### config.mk
export PLATFORM = sky130hd
export DESIGN_NAME = hgs_ctrl
export DESIGN_NICKNAME = d
export VERILOG_FILES = /design/src/hdl/hgs_pkg.sv /design/src/hdl/hgs_ctrl.sv
export SDC_FILE = /design/constraint.sdc
export NUM_CORES = 1
export LEC_CHECK = 0
export ABC_AREA = 1
export BUFFER_PORTS_ARGS = -buffer_cell sky130_fd_sc_hd__buf_4
export CORE_MARGIN = 3
export CORE_UTILIZATION = 35
export CTS_BUF_LIST = sky130_fd_sc_hd__clkbuf_4
export CTS_CLUSTER_SIZE = 14
export DETAILED_ROUTE_END_ITERATION = 12
export HOLD_SLACK_MARGIN = 0.08
export PLACE_DENSITY = 0.73
export SLEW_MARGIN = 20
export SYNTH_ARGS = -nofsm -noshare
export SYNTH_HDL_FRONTEND = slang
export SYNTH_SLANG_ARGS = --single-unit
### constraint.sdc
create_clock -name clk -period 2.97 [get_ports clk]
set_input_delay 0.4455 -clock clk [delete_from_list [all_inputs] [get_ports clk]]
set_output_delay 0.4455 -clock clk [all_outputs]
set_load 0.05 [all_outputs]
### src/hdl/hgs_pkg.sv
// Shared constants, types and helper functions for the heat grid store.
package hgs_pkg;

    localparam int MAX_WIDTH      = 64;
    localparam int MAX_HEIGHT     = 64;
    localparam int X_BITS         = $clog2(MAX_WIDTH);
    localparam int Y_BITS         = $clog2(MAX_HEIGHT);
    localparam int DEPTH          = MAX_WIDTH * MAX_HEIGHT;
    localparam int ADDR_BITS      = $clog2(DEPTH);
    localparam int HEAT_BITS      = 24;
    localparam int COORD_BITS     = 8;
    localparam int DIM_BITS       = 7;
    localparam int DIM_EXT_BITS   = 8;
    localparam int ACTION_BITS    = 3;
    localparam int CFG_INDEX_BITS = 2;
    localparam int CFG_DATA_BITS  = 24;
    localparam int PROBE_BITS     = 3;
    localparam int PROBE_COUNT    = 5;

    typedef logic signed [HEAT_BITS-1:0]  heat_t;
    typedef logic signed [COORD_BITS-1:0] coord_t;
    typedef logic signed [COORD_BITS:0]   pcoord_t;
    typedef logic [DIM_BITS-1:0]          dim_t;
    typedef logic [DIM_EXT_BITS-1:0]      edim_t;
    typedef logic [ADDR_BITS-1:0]         addr_t;
    typedef logic [X_BITS-1:0]            col_t;
    typedef logic [Y_BITS-1:0]            row_t;
    typedef logic [PROBE_BITS-1:0]        probe_t;

    localparam heat_t HEAT_MAX      = {1'b0, {(HEAT_BITS-1){1'b1}}};
    localparam heat_t HEAT_MIN      = {1'b1, {(HEAT_BITS-1){1'b0}}};
    localparam heat_t OUTSIDE_RESET = 24'sd255744;
    localparam dim_t  WIDTH_RESET   = 7'd64;
    localparam dim_t  HEIGHT_RESET  = 7'd64;
    localparam probe_t PROBE_HERE   = 3'd0;
    localparam probe_t PROBE_LAST   = 3'd4;

    typedef enum logic [ACTION_BITS-1:0] {
        ACT_SET     = 3'd0,
        ACT_ADD     = 3'd1,
        ACT_READ    = 3'd2,
        ACT_FILL    = 3'd3,
        ACT_HIGHEST = 3'd4,
        ACT_BELOW   = 3'd5,
        ACT_DESCEND = 3'd6,
        ACT_NONE    = 3'd7
    } action_t;

    typedef enum logic [CFG_INDEX_BITS-1:0] {
        REG_WIDTH   = 2'd0,
        REG_HEIGHT  = 2'd1,
        REG_OUTSIDE = 2'd2
    } cfg_reg_t;

    typedef enum logic [3:0] {
        ST_CLEAR,
        ST_IDLE,
        ST_SET,
        ST_ADD_RD,
        ST_ADD_WR,
        ST_READ_RD,
        ST_READ_CAP,
        ST_FILL,
        ST_SCAN,
        ST_SCAN_TAIL,
        ST_DESC,
        ST_RESULT
    } state_t;

    typedef struct packed {
        logic load_item;
        logic clr_step;
        logic set_wr;
        logic item_rd;
        logic add_wr;
        logic pt_cap;
        logic fill_wr;
        logic scan_issue;
        logic desc_step;
        logic out_load;
    } cmd_t;

    typedef struct packed {
        logic clr_last;
        logic walk_last;
        logic desc_done;
    } stat_t;

    // Clamp a configured grid dimension to 1..maxv.
    function automatic edim_t eff_dim(dim_t g, edim_t maxv);
        edim_t r;
        if (g == '0)
            r = edim_t'(1);
        else if (edim_t'(g) > maxv)
            r = maxv;
        else
            r = edim_t'(g);
        return r;
    endfunction

    function automatic logic in_range(pcoord_t c, edim_t lim);
        return !c[COORD_BITS] && (c[COORD_BITS-1:0] < COORD_BITS'(lim));
    endfunction

    function automatic addr_t cell_addr(col_t x, row_t y);
        return addr_t'(int'(y) * MAX_WIDTH + int'(x));
    endfunction

    function automatic heat_t sat_add(heat_t a, heat_t b);
        logic signed [HEAT_BITS:0] s;
        heat_t r;
        s = {a[HEAT_BITS-1], a} + {b[HEAT_BITS-1], b};
        if (s[HEAT_BITS] != s[HEAT_BITS-1])
            r = s[HEAT_BITS] ? HEAT_MIN : HEAT_MAX;
        else
            r = s[HEAT_BITS-1:0];
        return r;
    endfunction

endpackage

### src/hdl/hgs_ctrl.sv
// Controller state machine: sequences clear, point, sweep and descent work.
module hgs_ctrl (
    input  logic             clk,
    input  logic             rst_n,
    input  logic             item_valid,
    input  hgs_pkg::action_t item_action,
    input  logic             out_free,
    input  hgs_pkg::stat_t   stat,
    output logic             item_ready,
    output hgs_pkg::cmd_t    cmd
);
    import hgs_pkg::*;

    state_t state_reg;
    state_t state_next;

    always_ff @(posedge clk or negedge rst_n)
    begin
        if (!rst_n)
            state_reg <= ST_CLEAR;
        else
            state_reg <= state_next;
    end

    always_comb
    begin
        state_next = state_reg;
        cmd        = '0;
        item_ready = 1'b0;
        unique case (state_reg)
            ST_CLEAR:
            begin
                cmd.clr_step = 1'b1;
                if (stat.clr_last)
                    state_next = ST_IDLE;
            end
            ST_IDLE:
            begin
                item_ready = 1'b1;
                if (item_valid)
                begin
                    cmd.load_item = 1'b1;
                    unique case (item_action)
                        ACT_SET:     state_next = ST_SET;
                        ACT_ADD:     state_next = ST_ADD_RD;
                        ACT_READ:    state_next = ST_READ_RD;
                        ACT_FILL:    state_next = ST_FILL;
                        ACT_HIGHEST: state_next = ST_SCAN;
                        ACT_BELOW:   state_next = ST_SCAN;
                        ACT_DESCEND: state_next = ST_DESC;
                        ACT_NONE:    state_next = ST_RESULT;
                        default:     state_next = ST_RESULT;
                    endcase
                end
            end
            ST_SET:
            begin
                cmd.set_wr = 1'b1;
                state_next = ST_RESULT;
            end
            ST_ADD_RD:
            begin
                cmd.item_rd = 1'b1;
                state_next  = ST_ADD_WR;
            end
            ST_ADD_WR:
            begin
                cmd.add_wr = 1'b1;
                state_next = ST_RESULT;
            end
            ST_READ_RD:
            begin
                cmd.item_rd = 1'b1;
                state_next  = ST_READ_CAP;
            end
            ST_READ_CAP:
            begin
                cmd.pt_cap = 1'b1;
                state_next = ST_RESULT;
            end
            ST_FILL:
            begin
                cmd.fill_wr = 1'b1;
                if (stat.walk_last)
                    state_next = ST_RESULT;
            end
            ST_SCAN:
            begin
                cmd.scan_issue = 1'b1;
                if (stat.walk_last)
                    state_next = ST_SCAN_TAIL;
            end
            ST_SCAN_TAIL:
            begin
                // last read data is compared in this cycle
                state_next = ST_RESULT;
            end
            ST_DESC:
            begin
                cmd.desc_step = 1'b1;
                if (stat.desc_done)
                    state_next = ST_RESULT;
            end
            ST_RESULT:
            begin
                if (out_free)
                begin
                    cmd.out_load = 1'b1;
                    state_next   = ST_IDLE;
                end
            end
            default:
            begin
                state_next = ST_IDLE;
            end
        endcase
    end

endmodule

==> out/metrics.sh, run 1 <==
RUN_STATUS='completed'
LARGEST_REGISTER_FF_COUNT=4
CTS_SINKS=4
SYNTHDOMINANTAREACELLTYPE='sky130_fd_sc_hd__nand2_1'
SYNTHTOPCELLSBYAREA='sky130_fd_sc_hd__nand2_1 22%, sky130_fd_sc_hd__dfrtp_1 21%, sky130_fd_sc_hd__inv_1 17%, sky130_fd_sc_hd__nand3_1 13%, sky130_fd_sc_hd__nor2_1 10%'
FINALHOLDVIOLATIONS=0
CLOCK_LATENCY_ON_THE_WORST_SKEW_PAIR_NS=0.24
MAX_STAGE_DELAY_NS=0.42
UNREPAIRED_SETUP_ENDPOINTS_AFTER_GLOBAL_ROUTING='no'
DRC=0
STARTING_UTILIZATION_OF_THE_CORE_AREA_PCT=39.5
SEQ_AREA_UM2=100
AREA_DELTA_SYNTH_FINAL_PCT=42.8
PATH_CLK_SLEW_NS=0.04
DETAILED_PLACE.AREA_UM2=636
POSTROUTEANTENNANETS=0
GRT_PASS1_WL_UM=2200
CPMAXSTAGEDELAYCELL='sky130_fd_sc_hd__dfrtp_1'
PLACE.GP.CONGESTION=0.817
FP.DIEW_UM=42.6
WORST_SETUP_PATH_START_KIND='flop'
CTS_ROOT_BUFFER='sky130_fd_sc_hd__clkbuf_4'
CRIT_PATH_FREQUENT_CELL='sky130_fd_sc_hd__inv_1'
TOTAL_NUMBER_OF_H_TREE_LEVELS=1
POWER_W=0.000737
POST-SYNTH-TOP-AREA-FRACTION_PCT=22.5
POST-ROUTE-PERIOD-UTIL_PCT=63.4
MULTI_INPUT_AREA_UM2=289
DIE_AREA_UM2=1810
PIN_COUNT=21
ROUTED-VIA-COUNT=596
FLOORPLAN.ROWS=12
ROUTED_WIRE_LENGTH_PER_INSTANCE_UM=9.80
SYNTH.CELL_AREA_UM2=468
WORST_PIN_SLEW_NS=0.263
TIMING.CRITICAL_PATH.CELLS='nor2_2 > inv_1 > nor2_4 > inv_1 > nor2_1 > buf_4'
POWER_PER_CELL_AREA_nW_PER_UM2=1100
OVERFLOW=0
ANTENNA_VIOLATIONS_BEFORE_REPAIR=0
REPORT.FINAL.SLEW_VIOL_COUNT=0
FINAL_CORE_UTILIZATION_PCT=56.3
CRIT_FANOUT=5
NUM-NETS-FINAL=125
YOSYS_WARNINGS=0
VIAS_PER_CELL=4.69
SETUP_BUFFERS_AFTER_CTS=0
LARGEST_NET_DEGREE_AT_THE_START_OF_GLOBAL_ROUTING=7
YS_FF_LATCH=4
SKEW_NS=0.00581
FINAL_LAYOUT_SIZE_SUFFIX_GT1_SHARE_PCT=25.7
CTS-BUFFERS-INSERTED=3
YOSYSUNIQUECELLTYPES=14
SYNTH_NETS=99
DRTPASS1ITERATIONS=4
CRIT_REQUIRED_NS=2.52
CP-END-KIND='output pin'
WORST-SETUP-PATH-TYPE='flop to output pin'
SYNTHESIS.AREA_PER_INSTANCE_UM2=5.26
FINALSETUPTNS_NS=0
RELSLEWSLACK_PCT=82.4
DETAILEDROUTE.FIRSTITERATIONVIOLATIONS=20
POSTSYNTHCELLCOUNT=89
TRITONCTS='done'
VERTICAL_EXTENT_OF_THE_DIE_UM=42.6
PORT_BUFFERS=20
DRT_WL_TOTAL_UM=1250
WORST_IR_DROP_VDD_mV=0.494
CTS.PATH.MAX_BUFFERS=2
MAX_CAP_VIOLATIONS=0
ANTENNA-DIODE-COUNT=0
FMAX_GHz=0.531
HP-CLASS='primary input to async pin'
CP.ARRIVAL_NS=1.44
STDCELL_AREA_UM2=668
CORE_UM2=1190
GRT.TOTAL_USAGE_PCT=15.9
FIN_CRIT_NS=1.88
SYNTH_SEQ_AREA_SHARE_PCT=21.4
POWER_LEAKAGE_nW=0.432
FINALHOLDWORSTSLACK_NS=0.539
FILLERINSTANCES=117
TIMING.FINAL.SETUP_VIOLATIONS=0
PLACE_HPWL_UM=1040
GRT_PASS1_VIAS=537
[kinds of logic after synthesis]
kind of cell / after synthesis / synth area share [%]
compound gates: 3 / 4.28
buf+inv: 21 / 16.8
flops: 4 / 21.4
simple gates: 61 / 57.5
[layout by cell type (no fill, tap or decap)]
master and instances:
sky130_fd_sc_hd__nand2_1 28, sky130_fd_sc_hd__inv_1 21, sky130_fd_sc_hd__buf_4 20, sky130_fd_sc_hd__nor2_1 13, sky130_fd_sc_hd__nand3_1 12, sky130_fd_sc_hd__dfrtp_1 4, sky130_fd_sc_hd__nor2_2 3, sky130_fd_sc_hd__clkbuf_4 3
sky130_fd_sc_hd__o21a_1 1, sky130_fd_sc_hd__nor2_4 1, sky130_fd_sc_hd__nor3_1 1, sky130_fd_sc_hd__nand3b_1 1, sky130_fd_sc_hd__nand2_2 1, sky130_fd_sc_hd__a211oi_1 1, sky130_fd_sc_hd__or2_2 1, sky130_fd_sc_hd__o21ai_1 1
sky130_fd_sc_hd__dlygate4sd3_1 1
[cell type report]
type,count,area share (%)
Clock buffer,3,3.37
Inverter,21,11.8
Multi-Input combinational cell,64,43.3
Sequential cell,4,15.0
Tap cell,14,2.62
Timing Repair Buffer,21,24.0
[critical path: cells and delay by family, from the launching register on]
| kind | cells | cell delay, ns |
|---|---|---|
| DFF | 1 | 0.42 |
| and+or+nand+nor | 3 | 0.39 |
| buffers and inverters | 3 | 0.40 |
[power breakdown]
group	total, W	switching, W	internal, W
clock	0.0000686	0.0000234	0.0000453
combinational	0.000551	0.000384	0.000168
sequential	0.000117	0.0000353	0.0000821
[synth_stat cells]
master and n:
sky130_fd_sc_hd__a211oi_1 1, sky130_fd_sc_hd__dfrtp_1 4, sky130_fd_sc_hd__inv_1 21, sky130_fd_sc_hd__nand2_1 28, sky130_fd_sc_hd__nand2_2 1, sky130_fd_sc_hd__nand3_1 12
sky130_fd_sc_hd__nand3b_1 1, sky130_fd_sc_hd__nor2_1 13, sky130_fd_sc_hd__nor2_2 3, sky130_fd_sc_hd__nor2_4 1, sky130_fd_sc_hd__nor3_1 1, sky130_fd_sc_hd__o21a_1 1
sky130_fd_sc_hd__o21ai_1 1, sky130_fd_sc_hd__or2_2 1
[metal layers]
layer | vias up | track usage, % | wire (um)
met5 | - | 0 | 0
met4 | 0 | 1.86 | 0
met3 | 0 | 6.44 | 76
met2 | 22 | 24.9 | 587
met1 | 259 | 21.0 | 582
li1 | 315 | - | -
[metrics by stage]
| stage | setup WS [ns] | std cells |
|---|---|---|
| 6_report | 1.09 | 127 |
| 5_1_grt | 0.969 | 127 |
| 4_1_cts | 1.09 | 127 |
| 3_5_place_dp | 1.36 | 123 |
| 3_3_place_gp | 1.37 | 123 |
| 2_1_floorplan | 0.790 | 89 |
[path summary, 6_finish.rpt]
| kind | cells after the start | startpoint | end | slack [ns] |
|---|---|---|---|---|
| min in group clk | 5 | item_action[2] | state_reg[3]$_DFFE_PN0P_ | 0.54 |
| max reg2reg | 8 | state_reg[1]$_DFFE_PN0P_ | state_reg[1]$_DFFE_PN0P_ | 1.61 |
| max in group asynchronous | 2 | rst_n | state_reg[2]$_DFFE_PN0P_ | 2.32 |
| max | 6 | state_reg[3]$_DFFE_PN0P_ | cmd[9] | 1.09 |
| min reg2reg | 2 | state_reg[0]$_DFFE_PN0P_ | state_reg[0]$_DFFE_PN0P_ | 0.57 |
| min | 2 | rst_n | state_reg[1]$_DFFE_PN0P_ | 0.54 |
[what timing repair did]
item | CTS | global route
hold endpoints to repair | 4 | 0
hold buffers | 1 | 0
resized for setup | 0 | 0
No activity file was read; power rests on OpenSTA's default activity.
==> run 2, diff against run 1 <==
==> constraint.sdc (replaced) <==
create_clock -name clk -period 1.9 [get_ports clk]
set_input_delay 0.285 -clock clk [delete_from_list [all_inputs] [get_ports clk]]
set_output_delay 0.285 -clock clk [all_outputs]
set_load 0.05 [all_outputs]
==> run 2 against run 1 <==
Against the previous run: final area rose by 1.1%; sequential cell count is the same; core utilization is 0.63 points higher; global-route usage down 0.38 points; setup slack got worse by 0.89 ns; power up 56%; final cell count unchanged; worst hold slack worse by 0.16 ns; critical path depth did not move; first-iteration DRC count down 45%; critical path type unchanged.
==> out/metrics.sh, run 2 (synthesis results as in run 1) <==
RUN_STATUS='completed'
TRITONCTS='done'
HP-CLASS='primary input to async pin'
VIAS_PER_CELL=4.53  # -3.5%
FINALSETUPTNS_NS=0  # unchanged
ROUTED_WIRE_LENGTH_PER_INSTANCE_UM=9.43  # -3.8%
LARGEST_REGISTER_FF_COUNT=4  # unchanged
DETAILEDROUTE.FIRSTITERATIONVIOLATIONS=11  # -45%
FINAL_LAYOUT_SIZE_SUFFIX_GT1_SHARE_PCT=27.4  # +1.8 points
PLACE.GP.CONGESTION=0.816  # about the same
DRT_WL_TOTAL_UM=1200  # -3.8%
CTS_ROOT_BUFFER='sky130_fd_sc_hd__clkbuf_4'
FMAX_GHz=0.587
SKEW_NS=0.00730  # +0.00148 ns
RELSLEWSLACK_PCT=81.2  # -1.2 points
FLOORPLAN.ROWS=12  # unchanged
TOTAL_NUMBER_OF_H_TREE_LEVELS=1  # unchanged
FIN_CRIT_NS=1.71
PLACE_HPWL_UM=1030  # -1.5%
LAYOUT_COMMON_CELLS='28 x sky130_fd_sc_hd__nand2_1, 21 x sky130_fd_sc_hd__inv_1, 20 x sky130_fd_sc_hd__buf_4'
TIMING.FINAL.SETUP_VIOLATIONS=0  # unchanged
ANTENNA-DIODE-COUNT=0  # unchanged
FP.DIEW_UM=42.6  # unchanged
WORST_IR_DROP_VDD_mV=1.07  # +120%
CRIT_FANOUT=5  # unchanged
CORE_UM2=1190  # unchanged
OVERFLOW=0  # unchanged
WORST-SETUP-PATH-TYPE='flop to output pin'
PATH_CLK_SLEW_NS=0.04  # about the same
PIN_COUNT=21  # unchanged
DIE_AREA_UM2=1810  # unchanged
POST-ROUTE-PERIOD-UTIL_PCT=89.7
FINALHOLDVIOLATIONS=0  # unchanged
CP.ARRIVAL_NS=1.42  # -0.02 ns
POSTROUTEANTENNANETS=0  # unchanged
UNREPAIRED_SETUP_ENDPOINTS_AFTER_GLOBAL_ROUTING='no'
CP-END-KIND='output pin'
GRT_PASS1_WL_UM=2150  # -2.2%
CLOCK_LATENCY_ON_THE_WORST_SKEW_PAIR_NS=0.24  # about the same
DRC=0  # unchanged
REPORT.FINAL.SLEW_VIOL_COUNT=0  # unchanged
CTS_SINKS=4  # unchanged
STARTING_UTILIZATION_OF_THE_CORE_AREA_PCT=39.5  # unchanged
ROUTED-VIA-COUNT=575  # -3.5%
MOSTFREQUENTLAYOUTCELL='sky130_fd_sc_hd__nand2_1'
DRTPASS1ITERATIONS=4  # unchanged
WORST_SETUP_PATH_START_KIND='flop'
VERTICAL_EXTENT_OF_THE_DIE_UM=42.6  # unchanged
WORST_PIN_SLEW_NS=0.280  # +0.0177 ns
CTS.PATH.MAX_BUFFERS=2  # unchanged
LARGEST_NET_DEGREE_AT_THE_START_OF_GLOBAL_ROUTING=7  # unchanged
GRT.TOTAL_USAGE_PCT=15.5  # -0.38 points
CTS-BUFFERS-INSERTED=3  # unchanged
POWER_LEAKAGE_nW=0.432  # about the same
AREA_DELTA_SYNTH_FINAL_PCT=44.4
POWER_PER_CELL_AREA_nW_PER_UM2=1710  # +55%
CRIT_REQUIRED_NS=1.62  # -0.90 ns
MAX_CAP_VIOLATIONS=0  # unchanged
FINALHOLDWORSTSLACK_NS=0.379  # -0.160 ns
NUM-NETS-FINAL=125  # unchanged
ANTENNA_VIOLATIONS_BEFORE_REPAIR=0  # unchanged
GRT_PASS1_VIAS=539  # +0.37%
PORT_BUFFERS=20  # unchanged
-- run 2: cell type report --
| type | count | area (um^2) |
|---|---|---|
| clock buffer | 3 | 22.5 |
| multi-input combinational | 64 | 297 |
| timing repair buffer | 21 | 160 |
| fill | 125 | 510 |
| sequential | 4 | 100 |
| tap | 14 | 17.5 |
| inverter | 21 | 78.8 |
-- run 2: stage by stage --
stage | instances | utilization, % | setup slack, ns | area (um^2) | total power [W]
2_1_floorplan | 89 | - | 0.105 | 475 | 0.000838
3_3_place_gp | 123 | 54.2 | 0.466 | 643 | 0.00104
3_5_place_dp | 123 | 54.2 | 0.452 | 643 | 0.00104
4_1_cts | 127 | 57.0 | 0.189 | 676 | 0.00116
5_1_grt | 127 | 57.0 | 0.0156 | 676 | 0.00127
6_report | 127 | 57.0 | 0.195 | 676 | 0.00115
-- run 2: power breakdown --
part           internal [W]  switching [W]  total, W
combinational      0.000263       0.000598  0.000861
clock             0.0000708      0.0000374  0.000108
sequential         0.000128      0.0000556  0.000184
total              0.000462       0.000691   0.00115
-- run 2: critical path: stages, from the launching register on --
cell	delay [ns]
sky130_fd_sc_hd__dfrtp_1	0.42
sky130_fd_sc_hd__nor2_2	0.16
sky130_fd_sc_hd__inv_1	0.11
sky130_fd_sc_hd__nor2_4	0.14
sky130_fd_sc_hd__inv_1	0.08
sky130_fd_sc_hd__nor2_2	0.08
sky130_fd_sc_hd__buf_4	0.20
-- run 2: worst paths after layout --
check                                         startpoint                        to  slack (ns)  cells past startpoint
max in group asynchronous                          rst_n  state_reg[2]$_DFFE_PN0P_        1.41                      2
worst min-delay path                               rst_n  state_reg[1]$_DFFE_PN0P_        0.38                      2
worst max register to register  state_reg[1]$_DFFE_PN0P_  state_reg[3]$_DFFE_PN0P_        0.56                      8
min in group clk                          item_action[2]  state_reg[3]$_DFFE_PN0P_        0.38                      5
worst min register to register  state_reg[0]$_DFFE_PN0P_  state_reg[0]$_DFFE_PN0P_        0.58                      2
worst max-delay path            state_reg[3]$_DFFE_PN0P_                    cmd[9]        0.19                      6
-- run 2: what timing repair did --
item,in CTS,in global routing
setup buffers,0,0
hold buffers,1,0
endpoints found under the hold margin,4,0
resized for setup,0,0
-- run 2: routing by layer --
metal	GRT usage (%)	part of all wire, %
met1	20.7	48
met2	23.7	44
met3	6.87	7.4
met4	1.86	0
met5	0	0
==> run 3, diff against run 2 <==
--- a/config.mk
+++ b/config.mk
@@ -14,6 +14,7 @@
 export DETAILED_ROUTE_END_ITERATION = 12
 export HOLD_SLACK_MARGIN = 0.08
 export PLACE_DENSITY = 0.73
+export RECOVER_POWER = 100
 export SLEW_MARGIN = 20
 export SYNTH_ARGS = -nofsm -noshare
 export SYNTH_HDL_FRONTEND = slang
==> constraint.sdc (replaced) <==
create_clock -name clk -period 1.84 [get_ports clk]
set_input_delay 0.276 -clock clk [delete_from_list [all_inputs] [get_ports clk]]
set_output_delay 0.276 -clock clk [all_outputs]
set_load 0.05 [all_outputs]
==> run 3 against run 2 <==
Against the previous run: wire length grew 0.42%; clock skew is essentially flat; critical path depth is the same; sequential cell count is the same; worst hold slack lost 0.012 ns; via count grew 4.9%; count of clock-buffer cells in the layout is the same; core utilization is the same; die area is the same; first-iteration DRC count grew 130%.
==> out/metrics.sh, run 3 (synthesis results as in run 1) <==
RUN_STATUS='completed'
FINAL_LAYOUT_SIZE_SUFFIX_GT1_SHARE_PCT=26.5  # -0.88 points
FIN_CRIT_NS=1.71
TRITONCTS='done'
POST-ROUTE-PERIOD-UTIL_PCT=93.0
CORE_UM2=1190  # unchanged
DETAILED_PLACE.AREA_UM2=643  # unchanged
UNREPAIRED_SETUP_ENDPOINTS_AFTER_GLOBAL_ROUTING='yes'
MAX_CAP_VIOLATIONS=0  # unchanged
ANTENNA-DIODE-COUNT=0  # unchanged
PORT_BUFFERS=20  # unchanged
DRTPASS1ITERATIONS=4  # unchanged
CRIT_FANOUT=5  # unchanged
AREA_DELTA_SYNTH_FINAL_PCT=44.4  # unchanged
LARGEST_REGISTER_FF_COUNT=4  # unchanged
SWITCHINGPOWER_W=0.000719  # +4.2%
CTS_SINKS=4  # unchanged
WORST_SETUP_PATH_START_KIND='flop'
FINAL_CORE_UTILIZATION_PCT=57.0  # unchanged
OVERFLOW=0  # unchanged
CLOCK_LATENCY_ON_THE_WORST_SKEW_PAIR_NS=0.24  # about the same
POWER_LEAKAGE_nW=0.430  # -0.68%
WORST_PIN_SLEW_NS=0.268  # -0.0120 ns
FINALHOLDWORSTSLACK_NS=0.367  # -0.0123 ns
DIE_AREA_UM2=1810  # unchanged
POSTROUTEANTENNANETS=0  # unchanged
PIN_COUNT=21  # unchanged
VERTICAL_EXTENT_OF_THE_DIE_UM=42.6  # unchanged
DRC=0  # unchanged
P_SW_SHARE_PCT=60.3  # +0.38 points
PLACE_HPWL_UM=1040  # +0.98%
CTS-BUFFERS-INSERTED=3  # unchanged
LAYOUT_COMMON_CELLS='28 x sky130_fd_sc_hd__nand2_1, 21 x sky130_fd_sc_hd__inv_1, 16 x sky130_fd_sc_hd__buf_4'
PATH_CLK_SLEW_NS=0.03  # about the same
COMBPWRFRAC_PCT=74.2  # -0.5 points
CPMAXSTAGEDELAYCELL='sky130_fd_sc_hd__dfrtp_1'
STARTING_UTILIZATION_OF_THE_CORE_AREA_PCT=39.5  # unchanged
ROUTED_WIRE_LENGTH_PER_INSTANCE_UM=9.47  # +0.42%
ANTENNA_VIOLATIONS_BEFORE_REPAIR=0  # unchanged
RELSLEWSLACK_PCT=82.0  # +0.80 points
ROUTED-VIA-COUNT=603  # +4.9%
CP-END-KIND='output pin'
GRT_PASS1_VIAS=524  # -2.8%
SHARE_OF_TOTAL_POWER_IN_SEQUENTIAL_CELLS_PCT=16.4  # +0.5 points
GRT.TOTAL_USAGE_PCT=15.5  # -0.087 points
WORST_IR_DROP_VDD_mV=0.860  # -20%
SKEW_NS=0.00683  # -0.000469 ns
TIMING.CRITICAL_PATH.CELLS='inv_1 > nor2_2 > nand2_1 > o21a_1 > inv_1 > buf_4'
LARGEST_NET_DEGREE_AT_THE_START_OF_GLOBAL_ROUTING=7  # unchanged
CRIT_PATH_FREQUENT_CELL='sky130_fd_sc_hd__inv_1'
WORST-SETUP-PATH-TYPE='flop to output pin'
PLACE.GP.CONGESTION=0.816  # about the same
VIAS_PER_CELL=4.75  # +4.9%
TIMING.FINAL.SETUP_VIOLATIONS=0  # unchanged
DRT_WL_TOTAL_UM=1200  # +0.42%
MOSTFREQUENTLAYOUTCELL='sky130_fd_sc_hd__nand2_1'
FLOORPLAN.ROWS=12  # unchanged
CRIT_REQUIRED_NS=1.56  # -0.06 ns
CTS.PATH.MAX_BUFFERS=2  # unchanged
HP-CLASS='primary input to flop'
MAX_STAGE_DELAY_NS=0.44  # +0.02 ns
POWER.SHARE.CLOCK_PCT=9.3  # about the same
DETAILEDROUTE.FIRSTITERATIONVIOLATIONS=25  # +14
NUM-NETS-FINAL=125  # unchanged
FINALSETUPTNS_NS=0  # unchanged
FMAX_GHz=0.584
FP.DIEW_UM=42.6  # unchanged
CTS_ROOT_BUFFER='sky130_fd_sc_hd__clkbuf_4'
CP.ARRIVAL_NS=1.44  # +0.02 ns
TOTAL_NUMBER_OF_H_TREE_LEVELS=1  # unchanged
NON_FILLER_INSTANCE_COUNT_AFTER_LAYOUT=127  # unchanged
GRT_PASS1_WL_UM=2150  # -0.33%
STDCELL_AREA_UM2=676  # unchanged
INTERNAL-POWER_W=0.000474  # +2.5%
POWER_PER_CELL_AREA_nW_PER_UM2=1770  # +3.5%
FINALHOLDVIOLATIONS=0  # unchanged
DP.CELLS=123  # unchanged
REPORT.FINAL.SLEW_VIOL_COUNT=0  # unchanged
-- run 3: per-layer routing --
layer / vias to the layer above / routed length, um / GRT usage, %
met5: - / 0 / 0
met4: 0 / 0 / 1.86
met3: 0 / 121 / 7.30
met2: 30 / 542 / 23.1
met1: 257 / 539 / 20.7
li1: 316 / - / -
-- run 3: final timing paths --
kind,cells past startpoint,from,slack [ns],end
max reg2reg,8,state_reg[0]$_DFFE_PN0P_,0.48,state_reg[3]$_DFFE_PN0P_
min,5,item_action[2],0.37,state_reg[3]$_DFFE_PN0P_
min reg2reg,2,state_reg[0]$_DFFE_PN0P_,0.58,state_reg[0]$_DFFE_PN0P_
max,6,state_reg[2]$_DFFE_PN0P_,0.13,cmd[6]
max in group asynchronous,2,rst_n,1.25,state_reg[2]$_DFFE_PN0P_
min in group asynchronous,2,rst_n,0.40,state_reg[1]$_DFFE_PN0P_
-- run 3: area by class of cell --
| class | count | area, um^2 |
|---|---|---|
| Inverter | 21 | 78.8 |
| Timing Repair Buffer | 21 | 155 |
| Sequential cell | 4 | 100 |
| Multi-Input combinational cell | 64 | 302 |
| Tap cell | 14 | 17.5 |
| Clock buffer | 3 | 22.5 |
| Fill cell | 130 | 510 |
-- run 3: what timing repair did --
| action | CTS | global route |
|---|---|---|
| endpoints found under the hold margin | 4 | 0 |
| gates resized for setup | 0 | 2 |
| setup buffers | 0 | 0 |
| hold buffers | 1 | 0 |
| setup endpoints to repair | 0 | 1 |
-- run 3: critical path, delay by kind of cell (launching register included) --
kind | cells | cell delay [ns]
AND/OR/NAND/NOR | 2 | 0.30
AO/OA/AOI/OAI | 1 | 0.13
flip-flops | 1 | 0.44
buffers and inverters | 3 | 0.32
-- run 3: power groups by stage --
stage	clock network, W	registers [W]	logic [W]
finish	0.000112	0.000196	0.000886
global route	0.000128	0.000206	0.000992
CTS	0.000116	0.000189	0.000895
detailed placement	0	0.000190	0.000890
global placement	0	0.000189	0.000888
floorplan	0	0.000178	0.000687
-- run 3: per-stage QoR --
step	setup slack, ns	power (W)
detailed placement	0.409	0.00108
global route	-0.0255	0.00132
finish	0.128	0.00119
CTS	0.150	0.00120
floorplan	0.0539	0.000866
global placement	0.415	0.00108
